**config.mk**
```make
export PLATFORM = sky130hd
export DESIGN_NAME = sha1_byte_stream_hasher_flat
export DESIGN_NICKNAME = d
export VERILOG_FILES = /design/src/hdl/sha1bs_pkg.sv /design/src/hdl/sha1bs_stream_if.sv /design/src/hdl/sha1bs_front.sv /design/src/hdl/sha1bs_back.sv /design/src/hdl/sha1_byte_stream_hasher.sv /design/src/flat_wrapper.sv
export SDC_FILE = /design/constraint.sdc
export NUM_CORES = 2
export LEC_CHECK = 0
export BUFFER_PORTS_ARGS = -buffer_cell sky130_fd_sc_hd__buf_2
export CAP_MARGIN = 20
export CELL_PAD_IN_SITES_DETAIL_PLACEMENT = 0
export CELL_PAD_IN_SITES_GLOBAL_PLACEMENT = 1
export CORE_ASPECT_RATIO = 1.75
export CORE_MARGIN = 2
export CORE_UTILIZATION = 40
export DETAILED_ROUTE_END_ITERATION = 16
export PLACE_DENSITY_LB_ADDON = 0.1
export SYNTH_ARGS = -nofsm -noshare
export SYNTH_HDL_FRONTEND = slang
export SYNTH_SLANG_ARGS = --single-unit
```
**constraint.sdc**
```tcl
create_clock -name i_clk -period 36.3 [get_ports i_clk]
set_input_delay 5.445 -clock i_clk [delete_from_list [all_inputs] [get_ports i_clk]]
set_output_delay 5.445 -clock i_clk [all_outputs]
set_load 0.01 [all_outputs]
```
**src/hdl/sha1bs_pkg.sv**
```systemverilog
package sha1bs_pkg;

    localparam int unsigned BLOCK_BYTES = 64;
    localparam int unsigned ROUNDS      = 80;
    localparam int unsigned TOTAL_W     = 61;
    localparam int unsigned FIFO_DEPTH  = 4;

    localparam logic [31:0] H0_INIT = 32'h67452301;
    localparam logic [31:0] H1_INIT = 32'hEFCDAB89;
    localparam logic [31:0] H2_INIT = 32'h98BADCFE;
    localparam logic [31:0] H3_INIT = 32'h10325476;
    localparam logic [31:0] H4_INIT = 32'hC3D2E1F0;

    localparam logic [31:0] K0 = 32'h5A827999;
    localparam logic [31:0] K1 = 32'h6ED9EBA1;
    localparam logic [31:0] K2 = 32'h8F1BBCDC;
    localparam logic [31:0] K3 = 32'hCA62C1D6;

    localparam logic [7:0] PAD_BYTE = 8'h80;

    typedef struct packed {
        logic [7:0] msg_byte;
        logic       byte_valid;
        logic       end_of_message;
    } t_cmd;

    typedef struct packed {
        logic [31:0] digest_word;
        logic [2:0]  word_number;
        logic        last_word;
    } t_res;

    function automatic logic [31:0] rotl1(input logic [31:0] x);
        rotl1 = {x[30:0], x[31]};
    endfunction

endpackage

```
**src/hdl/sha1bs_stream_if.sv**
```systemverilog
interface sha1bs_stream_if #(
    parameter int unsigned WIDTH = 10
);
    logic             valid;
    logic             ready;
    logic [WIDTH-1:0] data;

    modport source (output valid, output data, input ready);
    modport sink   (input valid, input data, output ready);
endinterface

```
**src/hdl/sha1bs_front.sv**
```systemverilog
module sha1bs_front
    import sha1bs_pkg::*;
#(
    parameter int unsigned DEPTH = FIFO_DEPTH
) (
    input  logic i_clk,
    input  logic i_rst_n,
    sha1bs_stream_if.sink   s_in,
    sha1bs_stream_if.source m_cmd
);
    localparam int unsigned AW = $clog2(DEPTH);

    t_cmd           r_mem [DEPTH];
    logic [AW-1:0]  r_wp, r_rp;
    logic [AW:0]    r_cnt;
    logic           w_push, w_pop;
    t_cmd           w_in;

    assign w_in          = t_cmd'(s_in.data);
    assign s_in.ready    = (r_cnt != (AW+1)'(DEPTH));
    assign w_push        = s_in.valid && s_in.ready && (w_in.byte_valid || w_in.end_of_message);
    assign m_cmd.valid   = (r_cnt != '0);
    assign m_cmd.data    = r_mem[r_rp];
    assign w_pop         = m_cmd.valid && m_cmd.ready;

    always_ff @(posedge i_clk) begin
        if (!i_rst_n) begin
            r_wp  <= '0;
            r_rp  <= '0;
            r_cnt <= '0;
        end else begin
            if (w_push) begin
                r_mem[r_wp] <= w_in;
                r_wp        <= (r_wp == AW'(DEPTH-1)) ? '0 : r_wp + 1'b1;
            end
            if (w_pop) begin
                r_rp <= (r_rp == AW'(DEPTH-1)) ? '0 : r_rp + 1'b1;
            end
            r_cnt <= r_cnt + (AW+1)'(w_push) - (AW+1)'(w_pop);
        end
    end

`ifndef ASSERT_OFF
    a_no_overflow: assert property (@(posedge i_clk) disable iff (!i_rst_n)
        r_cnt <= (AW+1)'(DEPTH)) else $error("fifo overflow");
    a_idle_drop: assert property (@(posedge i_clk) disable iff (!i_rst_n)
        (s_in.valid && s_in.ready && !w_in.byte_valid && !w_in.end_of_message
         && !w_pop) |=> r_cnt == $past(r_cnt)) else $error("empty item stored");
    a_empty_pop: assert property (@(posedge i_clk) disable iff (!i_rst_n)
        (r_cnt == '0) |-> !w_pop) else $error("pop from empty");
`endif
endmodule

```
**src/hdl/sha1bs_back.sv**
```systemverilog
module sha1bs_back
    import sha1bs_pkg::*;
(
    input  logic i_clk,
    input  logic i_rst_n,
    sha1bs_stream_if.sink   s_cmd,
    sha1bs_stream_if.source m_out
);
    typedef enum logic [2:0] {
        ST_FILL, ST_LOAD, ST_ROUND, ST_ADD, ST_PAD, ST_OUT
    } t_state;

    t_state          r_state;
    logic [31:0]     r_w [16];
    logic [31:0]     r_h [5];
    logic [31:0]     r_a, r_b, r_c, r_d, r_e;
    logic [TOTAL_W-1:0] r_total;
    logic [6:0]      r_round;
    logic [5:0]      r_pos;
    logic            r_fin, r_second;
    logic            r_pad_done;
    logic [2:0]      r_wn;
    logic            r_ovalid;
    t_res            r_odata;
    t_cmd            w_cmd;

    logic [31:0] w_f, w_k, w_wt, w_tmp, w_new;
    logic [3:0]  w_idx;
    logic [63:0] w_bits;

    assign w_cmd       = t_cmd'(s_cmd.data);
    assign s_cmd.ready = (r_state == ST_FILL);
    assign m_out.valid = r_ovalid;
    assign m_out.data  = r_odata;
    assign w_bits      = {r_total, 3'b000};

    always_comb begin
        w_idx = r_round[3:0];
        w_new = rotl1(r_w[4'(w_idx - 4'd3)] ^ r_w[4'(w_idx - 4'd8)]
                    ^ r_w[4'(w_idx - 4'd14)] ^ r_w[w_idx]);
        w_wt  = (r_round < 7'd16) ? r_w[w_idx] : w_new;
        if (r_round < 7'd20) begin
            w_f = (r_b & r_c) | (~r_b & r_d);
            w_k = K0;
        end else if (r_round < 7'd40) begin
            w_f = r_b ^ r_c ^ r_d;
            w_k = K1;
        end else if (r_round < 7'd60) begin
            w_f = (r_b & r_c) | (r_b & r_d) | (r_c & r_d);
            w_k = K2;
        end else begin
            w_f = r_b ^ r_c ^ r_d;
            w_k = K3;
        end
        w_tmp = {r_a[26:0], r_a[31:27]} + w_f + r_e + w_k + w_wt;
    end

    always_ff @(posedge i_clk) begin
        if (!i_rst_n) begin
            r_state  <= ST_FILL;
            r_h      <= '{H0_INIT, H1_INIT, H2_INIT, H3_INIT, H4_INIT};
            r_total  <= '0;
            r_pos    <= '0;
            r_round  <= '0;
            r_fin    <= 1'b0;
            r_second <= 1'b0;
            r_wn     <= '0;
            r_ovalid <= 1'b0;
        end else begin
            if (r_state == ST_OUT && (!r_ovalid || m_out.ready)) r_ovalid <= 1'b1;
            else if (m_out.ready) r_ovalid <= 1'b0;
            unique case (r_state)
                ST_FILL: begin
                    if (s_cmd.valid) begin
                        if (w_cmd.byte_valid) begin
                            r_w[r_pos[5:2]][8*(3-r_pos[1:0]) +: 8] <= w_cmd.msg_byte;
                            r_total <= r_total + 1'b1;
                            r_pos   <= r_pos + 1'b1;
                        end
                        r_fin <= w_cmd.end_of_message;
                        if (w_cmd.byte_valid && r_pos == 6'd63)
                            r_state <= ST_LOAD;
                        else if (w_cmd.end_of_message)
                            r_state <= ST_PAD;
                    end
                end
                ST_PAD: begin
                    r_w[r_pos[5:2]][8*(3-r_pos[1:0]) +: 8] <=
                        r_second ? 8'h00 : PAD_BYTE;
                    if (r_pos == 6'd55) begin
                        r_w[14]  <= w_bits[63:32];
                        r_w[15]  <= w_bits[31:0];
                        r_fin    <= 1'b0;
                        r_second <= 1'b0;
                        r_pos    <= '0;
                        r_state  <= ST_LOAD;
                    end else begin
                        r_second <= 1'b1;
                        r_pos    <= r_pos + 1'b1;
                        if (r_pos == 6'd63) r_state <= ST_LOAD;
                    end
                end
                ST_LOAD: begin
                    r_a <= r_h[0]; r_b <= r_h[1]; r_c <= r_h[2];
                    r_d <= r_h[3]; r_e <= r_h[4];
                    r_round <= '0;
                    r_state <= ST_ROUND;
                end
                ST_ROUND: begin
                    if (r_round >= 7'd16) r_w[w_idx] <= w_new;
                    r_e <= r_d;
                    r_d <= r_c;
                    r_c <= {r_b[1:0], r_b[31:2]};
                    r_b <= r_a;
                    r_a <= w_tmp;
                    r_round <= r_round + 1'b1;
                    if (r_round == 7'(ROUNDS-1)) r_state <= ST_ADD;
                end
                ST_ADD: begin
                    r_h[0] <= r_h[0] + r_a; r_h[1] <= r_h[1] + r_b;
                    r_h[2] <= r_h[2] + r_c; r_h[3] <= r_h[3] + r_d;
                    r_h[4] <= r_h[4] + r_e;
                    r_pos <= '0;
                    r_wn  <= '0;
                    if (r_pad_done) r_state <= ST_OUT;
                    else if (r_fin) r_state <= ST_PAD;
                    else r_state <= ST_FILL;
                end
                ST_OUT: begin
                    if (!r_ovalid || m_out.ready) begin
                        r_odata  <= '{r_h[r_wn], r_wn, r_wn == 3'd4};
                        r_wn     <= r_wn + 1'b1;
                        if (r_wn == 3'd4) begin
                            r_h     <= '{H0_INIT, H1_INIT, H2_INIT, H3_INIT, H4_INIT};
                            r_total <= '0;
                            r_state <= ST_FILL;
                        end
                    end
                end
                default: r_state <= ST_FILL;
            endcase
        end
    end

    always_ff @(posedge i_clk) begin
        if (!i_rst_n) r_pad_done <= 1'b0;
        else if (r_state == ST_PAD && r_pos == 6'd55)
            r_pad_done <= 1'b1;
        else if (r_state == ST_ADD) r_pad_done <= 1'b0;
    end

`ifndef ASSERT_OFF
    a_round_range: assert property (@(posedge i_clk) disable iff (!i_rst_n)
        (r_state == ST_ROUND) |-> r_round < 7'(ROUNDS)) else $error("round overrun");
    a_last_word: assert property (@(posedge i_clk) disable iff (!i_rst_n)
        (m_out.valid && m_out.data[0]) |-> m_out.data[3:1] == 3'd4)
        else $error("last flag off word four");
    a_no_take_busy: assert property (@(posedge i_clk) disable iff (!i_rst_n)
        (r_state != ST_FILL) |-> !s_cmd.ready) else $error("take while busy");
`endif
endmodule

```
**src/hdl/sha1_byte_stream_hasher.sv**
```systemverilog
// channel | dir | payload                                      | transfer
// s_in    | in  | msg_byte[9:2] byte_valid[1] end_of_message[0] | valid & ready
// m_out   | out | digest_word[35:4] word_number[3:1] last[0]   | valid & ready
// A full block takes 64 byte transfers, then compression in the back end, one
// round per cycle; an end mark adds padding of the last block and one or two
// compressions, then five digest transfers.
// Reset is synchronous, active low; hash state returns to the initial constants.
// A four-entry queue lets input transfers continue while the back end compresses.
module sha1_byte_stream_hasher
    import sha1bs_pkg::*;
#(
    parameter int unsigned DEPTH = FIFO_DEPTH
) (
    input  logic i_clk,
    input  logic i_rst_n,
    sha1bs_stream_if.sink   s_in,
    sha1bs_stream_if.source m_out
);
    sha1bs_stream_if #(.WIDTH($bits(t_cmd))) cmd_if ();

    sha1bs_front #(.DEPTH(DEPTH)) u_front (
        .i_clk, .i_rst_n, .s_in(s_in), .m_cmd(cmd_if.source)
    );
    sha1bs_back u_back (
        .i_clk, .i_rst_n, .s_cmd(cmd_if.sink), .m_out(m_out)
    );
endmodule

```
**src/flat_wrapper.sv**
```systemverilog
// flat-port wrapper written by rule: the top's interface ports become plain ports
module sha1_byte_stream_hasher_flat import sha1bs_pkg::*;
#(
    parameter int unsigned DEPTH = FIFO_DEPTH
)
  (i_clk, i_rst_n, s_in_valid, s_in_data, s_in_ready, m_out_valid, m_out_data, m_out_ready);
  sha1bs_stream_if #(.WIDTH(10)) s_in_i ();
  sha1bs_stream_if #(.WIDTH(36)) m_out_i ();
  input  logic i_clk;
  input  logic i_rst_n;
  input wire logic [$bits(s_in_i.valid)-1:0] s_in_valid;
  input wire logic [$bits(s_in_i.data)-1:0] s_in_data;
  output wire logic [$bits(s_in_i.ready)-1:0] s_in_ready;
  output wire logic [$bits(m_out_i.valid)-1:0] m_out_valid;
  output wire logic [$bits(m_out_i.data)-1:0] m_out_data;
  input wire logic [$bits(m_out_i.ready)-1:0] m_out_ready;
  assign s_in_i.valid = s_in_valid;
  assign s_in_i.data = s_in_data;
  assign s_in_ready = s_in_i.ready;
  assign m_out_valid = m_out_i.valid;
  assign m_out_data = m_out_i.data;
  assign m_out_i.ready = m_out_ready;
  sha1_byte_stream_hasher #(.DEPTH(DEPTH)) u_core (.i_clk(i_clk), .i_rst_n(i_rst_n), .s_in(s_in_i), .m_out(m_out_i));
endmodule
```
==> summary.md <==
| Metric | Value |
|---|---|
| Final layout net count | `around 6000` |
| PortBufs | `just over 50` |
| Initial DRC Count | `about 4000` |
| Initial antenna violation count | `4` |
| Slowest Stage Delay on Critical Path | `about 0.83 ns` |
| Status | `finished clean` |
| Cell breakdown of the critical path | `buf_4, buf_4, mux4_2, mux4_2, xnor2_1, xnor2_1, nor2_1, a21oi_1, fa_1, inv_1, ha_1, inv_1, o21bai_1, a2111oi_0, o31ai_1, a21oi_1, nand3b_1, o21ai_1, a311o_1, a221oi_2, xor2_1, o21ai_1` |
| TNS Setup | `0 ns` |
| Simple-Gate Fraction of Synth Area | `0.0958` |
| # hold bufs at CTS | `0` |
| Static Leak | `approximately 26 nW` |
| Vias/cell | `just over 6` |
| Number of H-tree levels | `3` |
| Aggregate global routing overflow | `0` |
| Tot GR Track Use | `0.277` |
| Power density over the cells | `around 45 mW/mm^2` |
| Crit start category | `register` |
| Final Setup Violations | `0` |
| Maximum vdd drop | `approximately 0.034 mV` |
| Mux share of post-synthesis cell area | `0.222` |
| Worst-Margin Slew | `approximately 1.1 ns` |
| DRC | `0` |
| Power share of the clock group | `0.343` |
| Clock transition at path regs | `approximately 0.070 ns` |
| Synth async-reset ratio | `0` |
| Worst-path cell with the longest stage delay | `buf_4` |
| Mapped Cells | `5619` |
| WS Path Type | `reg -> reg` |
| Most common cell after layout, fill and taps aside | `edfxtp_1` |
| Design area | `approximately 0.073 mm^2` |
| # fillers | `15400` |
| Die height | `approximately 540 um` |
| Die area | `roughly 0.17 mm^2` |
| Max_slew headroom | `0.279` |
| Total core area | `~0.17 mm^2` |
| Yosys warns | `0` |
| NetSw | `approximately 0.001 W` |
| Switching Share | `0.308` |
| Max Fclk | `~120 MHz` |
| Distinct cells, synth | `96` |
| Internal power | `~0.0023 W` |
| Most frequent cells in the layout | `745 x edfxtp_1, 636 x nand2_1, 556 x mux4_2, 362 x nor2_1, 270 x o21ai_0` |
| Chip Width | `312 um` |
| CP delay by family, top | `compound AO/OA/AOI/OAI gates` |
| Fin cells | `around 8000` |
| Via count | `about 48000` |
| Sequential power share | `0.406` |
| Io pins | `52` |
| Worst-path fanout max | `55` |
| Largest family of logic cells by synthesized area | `multiplexers` |
| Critical Path AT | `between 9 and 10 ns` |
| Largest net degree at the start of global routing | `109` |
| Buf/Inv on CP | `4` |
| DP Area | `0.0693 mm^2` |
| Max_cap viols | `0` |
| Post CTS Setup Buffer Count | `0` |
| Synthesized area per cell | `between 10 and 15 um^2` |
| Clock Latency Late Sink | `around 0.73 ns` |
| Sequential fraction of the synthesis area | `0.414` |
| Starting Density | `0.402` |
| Vias in the first global route | `49300` |
| CTS tree | `built` |
| FF+latch count, synth | `~1000` |
| CTS Buf Count | `100` |
| Adder-Cell Fraction of Synth Area | `0.0776` |
| EDFF count, synth | `approximately 750` |
| Comb pwr share | `0.251` |
| Critical path data required time | `36.72 ns` |
| Layout area overhead | `9.64%` |
| Unrepaired setup endpoints after global routing | `no` |
| Mapped cell area | `between 0.06 and 0.07 mm^2` |
| Fin. max-slew vios | `0` |
| Wire length per cell | `roughly 30 um` |
| Clock sinks | `between 1000 and 1500` |
| Num rows | `about 200` |
| Fin. Hold Viols | `0` |
| Hold_ws | `about 0.50 ns` |
| Layout cells sized above 1 | `0.184` |
| Ys flop type | `edfxtp_1` |
| Min cycle time layout | `~8.6 ns` |
| CP endpoint kind | `register` |
| Clk root buf | `clkbuf_16` |
| Multi-input logic area | `approximately 0.037 mm^2` |
| Fin crit share | `0.238` |
| First-pass iteration count of the detailed router | `6` |
| CTS resizes | `0` |
| Synth Area in Compound Gates | `0.111` |
| RD Place Congestion | `0.908` |
| Global-route wire length before repair | `between 300 and 400 mm` |
| Area share of xor/xnor cells in the synthesized design | `0.0418` |
| Placed Cells | `7670` |
| CTS Buffer Depth | `3` |
| Hold Path Class | `reg -> reg` |
| Routed Antenna Nets | `0` |
| Clock Skew | `between 0.03 and 0.04 ns` |
| Storage element area | `approximately 0.028 mm^2` |
| Hpwl dp | `between 150 and 200 mm` |
| Routed WL | `236 mm` |
| Syn nets | `just under 6000` |
[flip-flops by register name, summed over array words and instances (netlist names), 2 cells and up, named ones only]
name	count
u_core.u_back.r_a	32
u_core.u_back.r_state	3
u_core.u_back.r_b	32
u_core.u_back.r_wn	3
u_core.u_front.r_cnt	3
u_core.u_front.r_mem	40
u_core.u_front.r_wp	2
u_core.u_back.r_w	512
u_core.u_back.r_pos	6
u_core.u_back.r_h	160
u_core.u_back.r_total	61
u_core.u_front.r_rp	2
u_core.u_back.r_c	32
u_core.u_back.r_e	32
u_core.u_back.r_round	7
u_core.u_back.r_d	32
u_core.u_back.m_out.data	36
[kinds of logic (layout without fill, tap and decap cells)]
kind of cell / after synthesis / after routing
and+or+nand+nor: 1441 / 1441
AOI/OAI and AO/OA: 1140 / 1140
muxes: 784 / 784
other: 0 / 3
buffers and inverters: 594 / 645
xor gates and xnor gates: 318 / 318
adders and majority gates: 337 / 337
DFF: 1005 / 1005
[cells in the mapped netlist, types with 80 or more instances]
| cell type | count | share of area |
|---|---|---|
| mux4_2 | 556 | 0.19 |
| ha_1 | 211 | 0.040 |
| clkbuf_1 | 197 | 0.011 |
| o21ai_0 | 272 | 0.020 |
| xnor2_1 | 213 | 0.028 |
| a21oi_1 | 257 | 0.019 |
| a21o_1 | 114 | 0.013 |
| edfxtp_1 | 745 | 0.34 |
| mux2i_1 | 228 | 0.034 |
| inv_1 | 254 | 0.014 |
| nand2_1 | 640 | 0.036 |
| fa_1 | 126 | 0.038 |
| dfxtp_1 | 260 | 0.078 |
| nand3_1 | 91 | 0.0068 |
| a221oi_1 | 80 | 0.011 |
| nor2_1 | 387 | 0.022 |
| xor2_1 | 105 | 0.014 |
[per-stage QoR]
step	setup WS [ns]	total power, W	util
after CTS	27.49	0.00334	0.440
final	27.67	0.00331	0.440
after global placement	27.66	0.00220	0.418
after floorplan	17.86	0.00196	-
after detailed placement	27.55	0.00220	0.418
after global routing	27.12	0.00345	0.440
[tightest hold or removal path: stages, from the launching register on]
cell	delay (ns)
dfxtp_1	0.34
nand2_1	0.06
o21ai_0	0.06
[worst paths after layout]
kind                                              start                                 end  slack (ns)  cells past startpoint
setup / recovery  u_core.u_back.r_round[0]$_SDFFE_PN0N_     u_core.u_back.r_a[30]$_DFFE_PP_       27.67                     22
hold reg to reg      u_core.u_back.r_h[28]$_SDFFE_PN0P_  u_core.u_back.r_h[28]$_SDFFE_PN0P_        0.50                      2
setup reg to reg  u_core.u_back.r_round[0]$_SDFFE_PN0N_     u_core.u_back.r_a[30]$_DFFE_PP_       27.67                     22
hold / removal       u_core.u_back.r_h[28]$_SDFFE_PN0P_  u_core.u_back.r_h[28]$_SDFFE_PN0P_        0.50                      2
[area by class of cell]
type	instances	share of cell area
antenna	3	0.000103
timing repair buffer	198	0.0199
clock inverter	58	0.00984
sequential	1005	0.378
inverter	258	0.0133
multi-input combinational	4020	0.503
clock buffer	131	0.0382
tap	2200	0.0377
[layer usage]
layer / track usage / vias up / share of wire
li1: - / 21200 / -
met1: 0.302 / 24400 / 0.36
met2: 0.520 / 1507 / 0.54
met3: 0.0259 / 509 / 0.041
met4: 0.158 / 4 / 0.064
met5: 0 / - / 0.000072
[power groups by stage]
stage | logic (W) | registers (W) | clock network (W)
floorplan | 0.000597 | 0.00136 | 0
global placement | 0.000828 | 0.00137 | 0
detailed placement | 0.000832 | 0.00137 | 0
CTS | 0.000836 | 0.00134 | 0.00116
global route | 0.000911 | 0.00135 | 0.00120
finish | 0.000831 | 0.00134 | 0.00114
Power figures use the tool's default switching activity.
